File: src/rtl/core/seeded_byte_shuffle_defines.svh
// Assertion macros shared by the seeded byte shuffle RTL.
`ifndef SEEDED_BYTE_SHUFFLE_DEFINES_SVH
`define SEEDED_BYTE_SHUFFLE_DEFINES_SVH

// The consequent must hold in the same cycle as the antecedent.
`define SBS_ASSERT_IMPL(label, ante, cons) \
  label: assert property (@(posedge clk) disable iff (!rst_n) (ante) |-> (cons)) \
    else $error("seeded_byte_shuffle: check failed");

// The consequent must hold in the cycle after the antecedent.
`define SBS_ASSERT_NEXT(label, ante, cons) \
  label: assert property (@(posedge clk) disable iff (!rst_n) (ante) |=> (cons)) \
    else $error("seeded_byte_shuffle: check failed");

`endif

File: src/rtl/core/sbs_pkg.sv
// Types, constants and seed functions of the seeded byte shuffle.
package sbs_pkg;

  localparam int MAX_LEN     = 64;
  localparam int STORE_DEPTH = 64;
  localparam int LIMIT       = (MAX_LEN > STORE_DEPTH) ? STORE_DEPTH : MAX_LEN;
  localparam int IDX_W       = $clog2(STORE_DEPTH);
  localparam int CNT_W       = IDX_W + 1;
  localparam int BYTE_W      = 8;
  localparam int SEED_W      = 32;
  localparam int ROT         = 5;
  localparam int STIR_SHL    = 6;
  localparam int STIR_SHR    = 2;
  localparam int IDX_SHIFT   = 16;
  localparam int DVD_W       = SEED_W - IDX_SHIFT;
  localparam int REM_STEP_W  = $clog2(DVD_W);

  localparam logic [SEED_W-1:0]     GOLDEN        = 32'h9E3779B9;
  localparam logic [CNT_W-1:0]      LIMIT_CNT     = CNT_W'(LIMIT);
  localparam logic [CNT_W-1:0]      ONE_CNT       = CNT_W'(1);
  localparam logic [IDX_W-1:0]      ONE_IDX       = IDX_W'(1);
  localparam logic [REM_STEP_W-1:0] REM_STEP_LAST = REM_STEP_W'(DVD_W - 1);
  localparam logic [REM_STEP_W-1:0] REM_STEP_ONE  = REM_STEP_W'(1);

  typedef struct packed {
    logic              sh_we;
    logic [IDX_W-1:0]  sh_waddr;
    logic [BYTE_W-1:0] sh_wdata;
    logic              sh_re;
    logic [IDX_W-1:0]  sh_raddr_a;
    logic [IDX_W-1:0]  sh_raddr_b;
    logic              cm_we;
    logic [IDX_W-1:0]  cm_waddr;
    logic [BYTE_W-1:0] cm_wdata;
    logic [IDX_W-1:0]  cm_raddr;
  } mem_req_t;

  typedef struct packed {
    logic [BYTE_W-1:0] sh_rdata_a;
    logic [BYTE_W-1:0] sh_rdata_b;
    logic [BYTE_W-1:0] cm_rdata;
  } mem_rsp_t;

  typedef struct packed {
    logic             start;
    logic [DVD_W-1:0] dividend;
    logic [CNT_W-1:0] divisor;
  } rem_req_t;

  typedef struct packed {
    logic             done;
    logic [CNT_W-1:0] rem;
  } rem_rsp_t;

  function automatic logic [SEED_W-1:0] mix_in(input logic [SEED_W-1:0] seed,
                                               input logic [BYTE_W-1:0] b);
    logic [SEED_W-1:0] prod;
    logic [SEED_W-1:0] x;
    prod = {{(SEED_W-BYTE_W){1'b0}}, b} * GOLDEN;
    x    = seed ^ prod;
    return {x[SEED_W-1-ROT:0], x[SEED_W-1:SEED_W-ROT]};
  endfunction

  function automatic logic [SEED_W-1:0] stir(input logic [SEED_W-1:0] seed,
                                             input logic [BYTE_W-1:0] c);
    return seed ^ ({{(SEED_W-BYTE_W){1'b0}}, c} + (seed << STIR_SHL) + (seed >> STIR_SHR));
  endfunction

endpackage

File: src/rtl/core/sbs_rem_unit.sv
// Bit-serial restoring remainder unit for the swap index.
module sbs_rem_unit (
  input  logic               clk,
  input  logic               rst_n,
  input  sbs_pkg::rem_req_t  req,
  output sbs_pkg::rem_rsp_t  rsp
);

  logic                           busy_r;
  logic                           done_r;
  logic [sbs_pkg::REM_STEP_W-1:0] cnt_r;
  logic [sbs_pkg::CNT_W-1:0]      rem_r;
  logic [sbs_pkg::CNT_W-1:0]      rem_nxt;
  logic [sbs_pkg::DVD_W-1:0]      dvd_r;
  logic [sbs_pkg::CNT_W-1:0]      dsr_r;
  logic [sbs_pkg::CNT_W:0]        trial;
  logic [sbs_pkg::CNT_W:0]        diff;

  assign trial   = {rem_r, dvd_r[sbs_pkg::DVD_W-1]};
  assign diff    = trial - {1'b0, dsr_r};
  assign rem_nxt = (trial >= {1'b0, dsr_r}) ? diff[sbs_pkg::CNT_W-1:0]
                                            : trial[sbs_pkg::CNT_W-1:0];

  always_ff @(posedge clk) begin
    if (!rst_n) begin
      busy_r <= 1'b0;
      done_r <= 1'b0;
      cnt_r  <= '0;
    end else begin
      done_r <= 1'b0;
      if (req.start) begin
        busy_r <= 1'b1;
        cnt_r  <= '0;
      end else if (busy_r) begin
        cnt_r <= cnt_r + sbs_pkg::REM_STEP_ONE;
        if (cnt_r == sbs_pkg::REM_STEP_LAST) begin
          busy_r <= 1'b0;
          done_r <= 1'b1;
        end
      end
    end
  end

  always_ff @(posedge clk) begin
    if (req.start) begin
      rem_r <= '0;
      dvd_r <= req.dividend;
      dsr_r <= req.divisor;
    end else if (busy_r) begin
      rem_r <= rem_nxt;
      dvd_r <= dvd_r << 1;
    end
  end

  assign rsp.done = done_r;
  assign rsp.rem  = rem_r;

endmodule

File: src/rtl/core/sbs_mem.sv
// Shuffle and companion byte memories with registered read ports.
module sbs_mem (
  input  logic               clk,
  input  sbs_pkg::mem_req_t  req,
  output sbs_pkg::mem_rsp_t  rsp
);

  logic [sbs_pkg::BYTE_W-1:0] sh_mem [sbs_pkg::STORE_DEPTH];
  logic [sbs_pkg::BYTE_W-1:0] cm_mem [sbs_pkg::STORE_DEPTH];
  logic [sbs_pkg::BYTE_W-1:0] sh_rd_a_r;
  logic [sbs_pkg::BYTE_W-1:0] sh_rd_b_r;
  logic [sbs_pkg::BYTE_W-1:0] cm_rd_r;

  always_ff @(posedge clk) begin
    if (req.sh_we) begin
      sh_mem[req.sh_waddr] <= req.sh_wdata;
    end
    if (req.sh_re) begin
      sh_rd_a_r <= sh_mem[req.sh_raddr_a];
      sh_rd_b_r <= sh_mem[req.sh_raddr_b];
    end
  end

  always_ff @(posedge clk) begin
    if (req.cm_we) begin
      cm_mem[req.cm_waddr] <= req.cm_wdata;
    end
    cm_rd_r <= cm_mem[req.cm_raddr];
  end

  assign rsp.sh_rdata_a = sh_rd_a_r;
  assign rsp.sh_rdata_b = sh_rd_b_r;
  assign rsp.cm_rdata   = cm_rd_r;

endmodule

File: src/rtl/core/seeded_byte_shuffle.sv
// Seeded byte shuffle top level: load sequencer, shuffle pass and emission.
// Loading takes one request a cycle while in_ready is high; the last request starts the
// shuffle pass, or emission at once when at most one byte is held. Each shuffle step, for
// positions n-1 down to 1, uses the 16-step bit-serial remainder unit and the read, write,
// write swap on the memory. Emission gives the bytes from position 0 upward and holds while
// out_ready is low. Synchronous reset clears sequencer, count, seed and drop flag.
`include "seeded_byte_shuffle_defines.svh"

module seeded_byte_shuffle (
  input  logic                       clk,
  input  logic                       rst_n,
  input  logic                       in_valid,
  output logic                       in_ready,
  input  logic [sbs_pkg::BYTE_W-1:0] in_box_byte,
  input  logic [sbs_pkg::BYTE_W-1:0] in_companion_byte,
  input  logic                       in_last_byte,
  output logic                       out_valid,
  input  logic                       out_ready,
  output logic [sbs_pkg::BYTE_W-1:0] out_byte,
  output logic                       out_last,
  output logic                       out_overflowed
);

  typedef enum logic [8:0] {
    S_LOAD = 9'b000000001,
    S_CRD  = 9'b000000010,
    S_STIR = 9'b000000100,
    S_DIV  = 9'b000001000,
    S_RD   = 9'b000010000,
    S_WR_I = 9'b000100000,
    S_WR_J = 9'b001000000,
    S_ERD  = 9'b010000000,
    S_ECAP = 9'b100000000
  } state_t;

  state_t                      state_r, state_nxt;
  logic [sbs_pkg::IDX_W-1:0]   idx_r, idx_nxt;
  logic [sbs_pkg::IDX_W-1:0]   j_r, j_nxt;
  logic [sbs_pkg::CNT_W-1:0]   fill_r, fill_nxt;
  logic [sbs_pkg::CNT_W-1:0]   fill_m1;
  logic [sbs_pkg::SEED_W-1:0]  seed_r, seed_nxt;
  logic [sbs_pkg::SEED_W-1:0]  stirred;
  logic                        drop_r, drop_nxt;
  logic                        out_valid_r, out_valid_nxt;
  logic [sbs_pkg::BYTE_W-1:0]  out_byte_r;
  logic                        out_last_r;
  logic                        out_ovf_r;
  logic                        out_load;
  logic                        in_fire;
  logic                        store_ok;
  logic                        emit_last;

  sbs_pkg::mem_req_t mreq;
  sbs_pkg::mem_rsp_t mrsp;
  sbs_pkg::rem_req_t rreq;
  sbs_pkg::rem_rsp_t rrsp;

  sbs_mem u_mem (
    .clk (clk),
    .req (mreq),
    .rsp (mrsp)
  );

  sbs_rem_unit u_rem (
    .clk   (clk),
    .rst_n (rst_n),
    .req   (rreq),
    .rsp   (rrsp)
  );

  assign in_ready  = (state_r == S_LOAD);
  assign in_fire   = in_valid && in_ready;
  assign store_ok  = (fill_r < sbs_pkg::LIMIT_CNT);
  assign stirred   = sbs_pkg::stir(seed_r, mrsp.cm_rdata);
  assign emit_last = ({1'b0, idx_r} == (fill_r - sbs_pkg::ONE_CNT));

  always_comb begin
    state_nxt = state_r;
    idx_nxt   = idx_r;
    j_nxt     = j_r;
    fill_nxt  = fill_r;
    fill_m1   = '0;
    seed_nxt  = seed_r;
    drop_nxt  = drop_r;
    out_load  = 1'b0;
    mreq      = '0;
    rreq      = '0;
    case (state_r)
      S_LOAD: begin
        if (in_fire) begin
          if (store_ok) begin
            mreq.sh_we    = 1'b1;
            mreq.sh_waddr = fill_r[sbs_pkg::IDX_W-1:0];
            mreq.sh_wdata = in_box_byte;
            mreq.cm_we    = 1'b1;
            mreq.cm_waddr = fill_r[sbs_pkg::IDX_W-1:0];
            mreq.cm_wdata = in_companion_byte;
            fill_nxt      = fill_r + sbs_pkg::ONE_CNT;
            seed_nxt      = sbs_pkg::mix_in(seed_r, in_box_byte);
          end else begin
            drop_nxt = 1'b1;
          end
          fill_m1 = fill_nxt - sbs_pkg::ONE_CNT;
          if (in_last_byte) begin
            if (fill_nxt > sbs_pkg::ONE_CNT) begin
              idx_nxt   = fill_m1[sbs_pkg::IDX_W-1:0];
              state_nxt = S_CRD;
            end else begin
              idx_nxt   = '0;
              state_nxt = S_ERD;
            end
          end
        end
      end
      S_CRD: begin
        mreq.cm_raddr = idx_r;
        state_nxt     = S_STIR;
      end
      S_STIR: begin
        seed_nxt      = stirred;
        rreq.start    = 1'b1;
        rreq.dividend = stirred[sbs_pkg::SEED_W-1:sbs_pkg::IDX_SHIFT];
        rreq.divisor  = {1'b0, idx_r} + sbs_pkg::ONE_CNT;
        state_nxt     = S_DIV;
      end
      S_DIV: begin
        if (rrsp.done) begin
          j_nxt     = rrsp.rem[sbs_pkg::IDX_W-1:0];
          state_nxt = S_RD;
        end
      end
      S_RD: begin
        mreq.sh_re      = 1'b1;
        mreq.sh_raddr_a = idx_r;
        mreq.sh_raddr_b = j_r;
        state_nxt       = S_WR_I;
      end
      S_WR_I: begin
        mreq.sh_we    = 1'b1;
        mreq.sh_waddr = idx_r;
        mreq.sh_wdata = mrsp.sh_rdata_b;
        seed_nxt      = seed_r
                        + {{(sbs_pkg::SEED_W-sbs_pkg::BYTE_W){1'b0}}, mrsp.sh_rdata_b};
        state_nxt     = S_WR_J;
      end
      S_WR_J: begin
        mreq.sh_we    = 1'b1;
        mreq.sh_waddr = j_r;
        mreq.sh_wdata = mrsp.sh_rdata_a;
        if (idx_r == sbs_pkg::ONE_IDX) begin
          idx_nxt   = '0;
          state_nxt = S_ERD;
        end else begin
          idx_nxt   = idx_r - sbs_pkg::ONE_IDX;
          state_nxt = S_CRD;
        end
      end
      S_ERD: begin
        mreq.sh_re      = 1'b1;
        mreq.sh_raddr_a = idx_r;
        state_nxt       = S_ECAP;
      end
      S_ECAP: begin
        if (!out_valid_r || out_ready) begin
          out_load = 1'b1;
          if (emit_last) begin
            fill_nxt  = '0;
            seed_nxt  = '0;
            drop_nxt  = 1'b0;
            state_nxt = S_LOAD;
          end else begin
            idx_nxt   = idx_r + sbs_pkg::ONE_IDX;
            state_nxt = S_ERD;
          end
        end
      end
      default: begin
        state_nxt = S_LOAD;
      end
    endcase
  end

  assign out_valid_nxt = out_load || (out_valid_r && !out_ready);

  always_ff @(posedge clk) begin
    if (!rst_n) begin
      state_r     <= S_LOAD;
      idx_r       <= '0;
      j_r         <= '0;
      fill_r      <= '0;
      seed_r      <= '0;
      drop_r      <= 1'b0;
      out_valid_r <= 1'b0;
    end else begin
      state_r     <= state_nxt;
      idx_r       <= idx_nxt;
      j_r         <= j_nxt;
      fill_r      <= fill_nxt;
      seed_r      <= seed_nxt;
      drop_r      <= drop_nxt;
      out_valid_r <= out_valid_nxt;
    end
  end

  always_ff @(posedge clk) begin
    if (out_load) begin
      out_byte_r <= mrsp.sh_rdata_a;
      out_last_r <= emit_last;
      out_ovf_r  <= drop_r;
    end
  end

  assign out_valid      = out_valid_r;
  assign out_byte       = out_byte_r;
  assign out_last       = out_last_r;
  assign out_overflowed = out_ovf_r;

  `SBS_ASSERT_IMPL(a_fill_bound, 1'b1, fill_r <= sbs_pkg::LIMIT_CNT)
  `SBS_ASSERT_IMPL(a_swap_range, state_r == S_WR_I, j_r <= idx_r)
  `SBS_ASSERT_IMPL(a_rem_in_div, rrsp.done, state_r == S_DIV)
  `SBS_ASSERT_NEXT(a_block_clear, out_load && emit_last, (fill_r == '0) && !drop_r && out_valid_r)

endmodule
File: config.mk
export PLATFORM = sky130hd
export DESIGN_NAME = seeded_byte_shuffle
export DESIGN_NICKNAME = d
export VERILOG_FILES = /design/src/rtl/core/sbs_pkg.sv /design/src/rtl/core/sbs_rem_unit.sv /design/src/rtl/core/sbs_mem.sv /design/src/rtl/core/seeded_byte_shuffle.sv
export VERILOG_INCLUDE_DIRS = /design/src /design/src/rtl/core
export SDC_FILE = /design/constraint.sdc
export NUM_CORES = 2
export LEC_CHECK = 0
export ABC_AREA = 1
export BUFFER_PORTS_ARGS = -buffer_cell sky130_fd_sc_hd__buf_2
export CAP_MARGIN = 15
export CORE_ASPECT_RATIO = 2
export CORE_UTILIZATION = 37
export DETAILED_ROUTE_END_ITERATION = 6
export PLACE_DENSITY = 0.5
export SLEW_MARGIN = 20
export SYNTH_ARGS = -nofsm -noshare
export SYNTH_HDL_FRONTEND = slang
export SYNTH_SLANG_ARGS = --single-unit
export TNS_END_PERCENT = 20
File: constraint.sdc
create_clock -name clk -period 8 [get_ports clk]
set_input_delay 0 -clock clk [delete_from_list [all_inputs] [get_ports clk]]
set_output_delay 0 -clock clk [all_outputs]
set_load 0.02 [all_outputs]
---- After elaboration in Yosys (flattened, before gate mapping) ----
Memory sizes are Yosys's and may differ from the RTL's. A register that Yosys moved wholly into a read port is not among the register bits.
Cells that the tools add are included.
storage, ports and cells
  flip-flop bits (word level) ............. 108
  memory bits (writable) .................. 1024
  bits of input ports ..................... 21
  output and inout bits ................... 12
  logic and storage cells ................. 131
  memories kept ........................... 2
memories
  name          depth  width  rd ports  clocked after memory_dff  wr ports  line          source
  u_mem.cm_mem  64     8      1         1                         1         sbs_mem.sv:9  logic [sbs_pkg::BYTE_W-1:0] cm_mem [sbs_pkg::STORE_DEPTH];
  u_mem.sh_mem  64     8      2         2                         1         sbs_mem.sv:8  logic [sbs_pkg::BYTE_W-1:0] sh_mem [sbs_pkg::STORE_DEPTH];
operators by class
  add/subtract/negate cells ............... 11
  multipliers ............................. 1
  order comparisons ....................... 3
  eq/ne operators ......................... 20
  mux-type cells .......................... 55
  bitwise operators ....................... 4
  reductions and logical operators ........ 19
operators by type and width
  operator               count
  $mux 32                4
  $pmux 32 s4            1
  $pmux 9 s9             1
  $mux 15                5
  $xor 32x32->32         2
  $mux 7                 8
  $mux 6                 8
  $pmux 15 s3            1
  $mux 9                 4
  $add 32x30->32         1
  $add 32x8->32          1
  $add 8x32->32          1
  $mul 8x32->32 const B  1
  $mux 16                2
  $mux 24                1
  $mux 8                 3
  $pmux 6 s3             1
  $reduce_and 5->1       3
  $mux 1                 14
  $pmux 7 s2             1
  $sub 6x1->6 const B    2
  $eq 9x1->1 const B     1
  $eq 9x2->1 const B     1
  $eq 9x3->1 const B     1
  other kinds (32)       45

---- Logic depth before layout (Yosys ltp) ----
  depth in word-level cells ............... 9
  mapped depth ............................ 22
  depth with buffers taken out ............ 22

---- Modules after synthesis ----
From an unflattened synthesis, not the netlist that was laid out.
second synthesis, totals
  cells, all modules ...................... 7041
  area, all modules ....................... 62626.3 sq um
by module, submodules not included
  module               instances  cells an instance  area an instance (sq um)  sequential area each (sq um)
  sbs_mem              1          4826               48246.3                   31390.1
  seeded_byte_shuffle  1          1999               12528.3                   1541.5
  sbs_rem_unit         1          216                1851.8                    950.9

---- Worst setup path before layout ----
OpenSTA, ideal clock, no wires.
  path kind ............................... register to register
  from .................................... register state_r[4]
  to ...................................... memory u_mem.sh_mem[0][6] (netlist name) (data pin)
  library setup time ...................... 0.542 ns
  arrival time ............................ 3.076 ns
  required time ........................... 7.458 ns
  slack ................................... 4.382 ns
  cell stages (with the launch flop) ...... 10
  path buffers ............................ 2
  clock period less this slack ............ 3.618 ns
  cells stage by stage .................... dfxtp_1 -> nor2_4 -> nand2_4 -> nor2_1 -> nand2_2 -> nor2_4 -> nand2_1 -> buf_6 -> clkbuf_1 -> o211ai_1
RTL lines
  element                 line                        source
  start, declared         seeded_byte_shuffle.sv:36   state_t state_r, state_nxt;
  start signal, assigned  seeded_byte_shuffle.sv:195  state_r <= state_nxt;
  end, declared           sbs_mem.sv:8

---- Final worst setup path ----
  from .................................... register state_r[2]
  to ...................................... register u_mem.sh_rd_b_r[4] (netlist name) (read register of u_mem.sh_mem) (data pin)
between the ends
  cells in the longest elaborated chain, start to end .. 3
  elaborated cells between the ends (all ways) .. 5
  those cells by class .................... 2 x eq/ne; 2 x mux; 1 x reduce/logical
ends and longest elaborated chain
  element                                   line                       source
  $eq 9x8->1 or $eq 9x5->1 (tied branches)  seeded_byte_shuffle.sv:88  case (state_r)
  $reduce_or 2->1 (no source line)          -
  $mux 7                                    seeded_byte_shuffle.sv:88
  end, declared                             sbs_mem.sv:11              logic [sbs_pkg::BYTE_W-1:0] sh_rd_b_r;
Several ways; a longest one is shown, not always the timed one.
A chain may end at the register's enable or synchronous reset.

==> impl_metrics.toml <==
[outcome]
run_status = "complete, no violations"

[cts]
path_clk_slew_ns = 0.07
ctsHoldBuffers = 7
numCtsBuffers = 108
root_buffer = "clkbuf_16"
post_cts_buffers = 0
clkLatencyLatePin_ns = 0.77
cts_tree = "yes"
cts_sinks = 1156
htree_levels = 3
clockBufferDepth = 3
ctsResizeCount = 0

[timing]
slew_headroom_pct = 26.46
finalHoldViolations = 0
worst_slack_ns = 3.527
hold_slack_ns = 0.06672
setup_viol = 0
layout_min_cycle_time_ns = 4.473
fin_tns_setup_ns = 0
drv_slew = 0
finalClockSkew_ns = 0.1207
worst_pin_slew_ns = 1.099
fin_crit_sh_pct = 55.91
rsz0062_at_grt = "no"
timing.fmax_mhz = 223.6

[power]
ir_drop_v = 0.0002203
combPwrFrac_pct = 29.5
p_total_mw = 18.50
p_clk_share_pct = 29.7
p_switching_mw = 6.708
power_density_nw_per_um2 = 264.3
seqPwrFrac_pct = 40.8
switching_share_pct = 36.25
p_leak_nw = 29.33
internal_power_mw = 11.80

[die]
die_w_um = 296.7
row_count = 216
io-pin-count = 33
die_h_um = 591.4
initial_core_util_pct = 37.22
dieArea_sq_um = 175500
core_sq_um = 172700

[critical_path]
endpoint_kind = "flip-flop"
critPathArrivalTime_ns = 4.87
cpMostUsedCell = "nand3_1"
worstPathRequired_ns = 8.40
cp_cell_sequence = "nor2_2 -> nand3_2 -> nor2_1 -> nand2_4 -> inv_2 -> buf_4 -> nand2_1 -> nand3_1 -> nand3_1 -> nand3_1 -> nand3_1 -> nand3_1 -> nand2_1"
critPathKind = "reg -> reg"
reg2reg_from = "state_r[2]$_SDFFE_PN0P_"
max_stage_delay_ns = 0.69
crit_fanout = 56
critPathLaunch = "state_r[2]$_SDFFE_PN0P_"
r2r_cells = 13
worstSetupStartpointType = "flip-flop"
cp_slowest_cell = "inv_2"

[min_path]
hp-class = "in -> reg"
hold_start = "in_companion_byte[3]"
min_path_cells = 4

[yosys]
ys_types = 52
synthFlopType = "edfxtp_1"
synth-edff-count = 1073
synthCells = 7293
ys_seq_area_share_pct = 52.72
synth_area_sq_um = 64270
synthesis.nets = 7523
yosysTopAreaCell = "edfxtp_1"
synth-seq-cells = 1156
synth.area.top_cells = "edfxtp_1, nand3_1, nand2_1"
yosysWarnings = 0
async_flop_share_pct = 0
syn_area_per_cell_sq_um = 8.812
synth_top_area_share_pct = 50.13

[finish]
fin_cells = 9502
drive_gt1_share_pct = 5.562
syn_to_final_growth_pct = 8.959
fin_nets = 7350

[grt]
grt_use_total_pct = 26.30
grt_first_pass_wirelength_um = 340400
grt-ovfl-total = 0
grt_max_degree = 198
grt_pass1_vias = 50870
antenna_found_initial = 2

[route]
dr.first_iter.drc_count = 4303
drc = 0
firstDrtPassIters = 7
antenna_left = 0
dr_total_vias = 51070
totalWireLength_um = 233800
wl_per_cell_um = 24.60
routed_via_density = 5.375

[place]
place_congestion = 0.9546
dp_hpwl_um = 155700
portBuffers = 32
dpl.cell_count = 9292
dp_slack_ns = 3.539

[flow_run]
max_cap_viol_count = 0
## cell families (layout without fill, tap and decap cells)
group | after synthesis | in the layout | share of synthesized area (%)
DFF | 1156 | 1156 | 52.72
AOI/OAI and AO/OA | 550 | 550 | 5.428
other | 0 | 3 | 0
buffers and inverters | 1470 | 1387 | 9.208
and+or+nand+nor | 3800 | 3800 | 26.32
xor gates and xnor gates | 108 | 108 | 1.472
adders and majority gates | 209 | 209 | 4.851
## metrics by stage
step	utilization (%)	cell area, sq um
2_1_floorplan	-	64270
3_3_place_gp	38.35	66230
3_5_place_dp	38.35	66240
4_1_cts	40.54	70020
5_1_grt	40.55	70020
6_report	40.55	70030
## worst paths after layout
check,endpoint,slack (ns)
worst max-delay path,u_mem.sh_rd_b_r[4]$_DFFE_PN_,3.53
worst min-delay path,u_mem.cm_mem[57][3]$_DFFE_PP_,0.07
worst max register to register,u_mem.sh_rd_b_r[4]$_DFFE_PN_,3.53
worst min register to register,out_overflowed$_DFFE_PP_,0.47
## cell usage after synthesis, drive strengths merged, types with 2 or more instances
library cell and n:
edfxtp 1073, o221ai 5, clkinv 4, ha 142, buf 255, dfxtp 83
a21oi 129, xnor2 27, a21o 3, nor2 373, o21ai 139, clkbuf 139
nor4 8, o22ai 12, o21bai 14, a211oi 3, fa 67, and2 4
nor3 38, nand4 33, o211ai 240, nand3b 130, inv 1072, nand3 1399
or2 47, xor2 81, a31oi 2, nand2 1766
## area by class of cell
| class | count | area (sq um) |
|---|---|---|
| fill | 17040 | 102700 |
| multi-input combinational | 4667 | 24640 |
| tap | 2289 | 2864 |
| clock buffer | 126 | 2874 |
| timing repair buffer | 111 | 870.8 |
| antenna | 3 | 7.507 |
| sequential | 1156 | 33890 |
| clock inverter | 74 | 837.1 |
| inverter | 1076 | 4051 |
## power groups by stage
stage | Combinational (mW) | Clock, mW | Sequential [mW]
floorplan | 3.54 | 0 | 7.51
detailed placement | 5.45 | 0 | 7.67
global route | 6.00 | 5.80 | 7.55
global placement | 5.45 | 0 | 7.67
finish | 5.47 | 5.50 | 7.54
CTS | 5.48 | 5.60 | 7.54
## flip-flops by register name (all words and copies together), names as in the netlist, 6 cells and up
| signal | cells |
|---|---|
| fill_r | 7 |
| idx_r | 6 |
| j_r | 6 |
| out_byte | 8 |
| seed_r | 32 |
| state_r | 9 |
| u_mem.cm_mem | 512 |
| u_mem.cm_rd_r | 8 |
| u_mem.sh_mem | 512 |
| u_mem.sh_rd_a_r | 8 |
| u_mem.sh_rd_b_r | 8 |
| u_rem.dsr_r | 7 |
| u_rem.dvd_r | 16 |
| u_rem.rem_r | 7 |
## critical path: cells and delay by family (launching register included)
family | cells | cell delay [ns]
buffers and inverters | 2 | 1.11
and+or+nand+nor | 11 | 2.67
DFF | 1 | 0.32
## metal layers
metal / vias up / GRT usage (%) / part of all wire, %
met5: - / 0 / 0
met2: 1901 / 48.01 / 52
met1: 24540 / 27.06 / 34
met4: 0 / 21.39 / 9.0
li1: 23980 / - / -
met3: 650 / 2.967 / 4.8
## cell usage in the layout, fill, tap and decap left out, drive strengths merged
| cell type | instances |
|---|---|
| dfxtp | 83 |
| or2 | 47 |
| nor3 | 38 |
| nand2 | 1766 |
| a31oi | 2 |
| a211oi | 3 |
| nor3b | 1 |
| fa | 67 |
| o22ai | 12 |
| diode | 3 |
| inv | 1074 |
| a21oi | 129 |
| nand3b | 130 |
| bufinv | 12 |
| nor2b | 1 |
| nor4 | 8 |
| clkinvlp | 7 |
| ha | 142 |
| o21ai | 139 |
| nand3 | 1399 |
| clkbuf | 126 |
| o21bai | 14 |
| a21boi | 1 |
| clkinv | 57 |
| buf | 104 |
| a21o | 3 |
| dlygate4sd3 | 7 |
| xnor2 | 27 |
| o21a | 1 |
| xor2 | 81 |
| edfxtp | 1073 |
| and2 | 4 |
| o221ai | 5 |
| nand4 | 33 |
| nor2 | 373 |
| o211ai | 240 |
| a221oi | 1 |
Power figures use the tool's default switching activity.
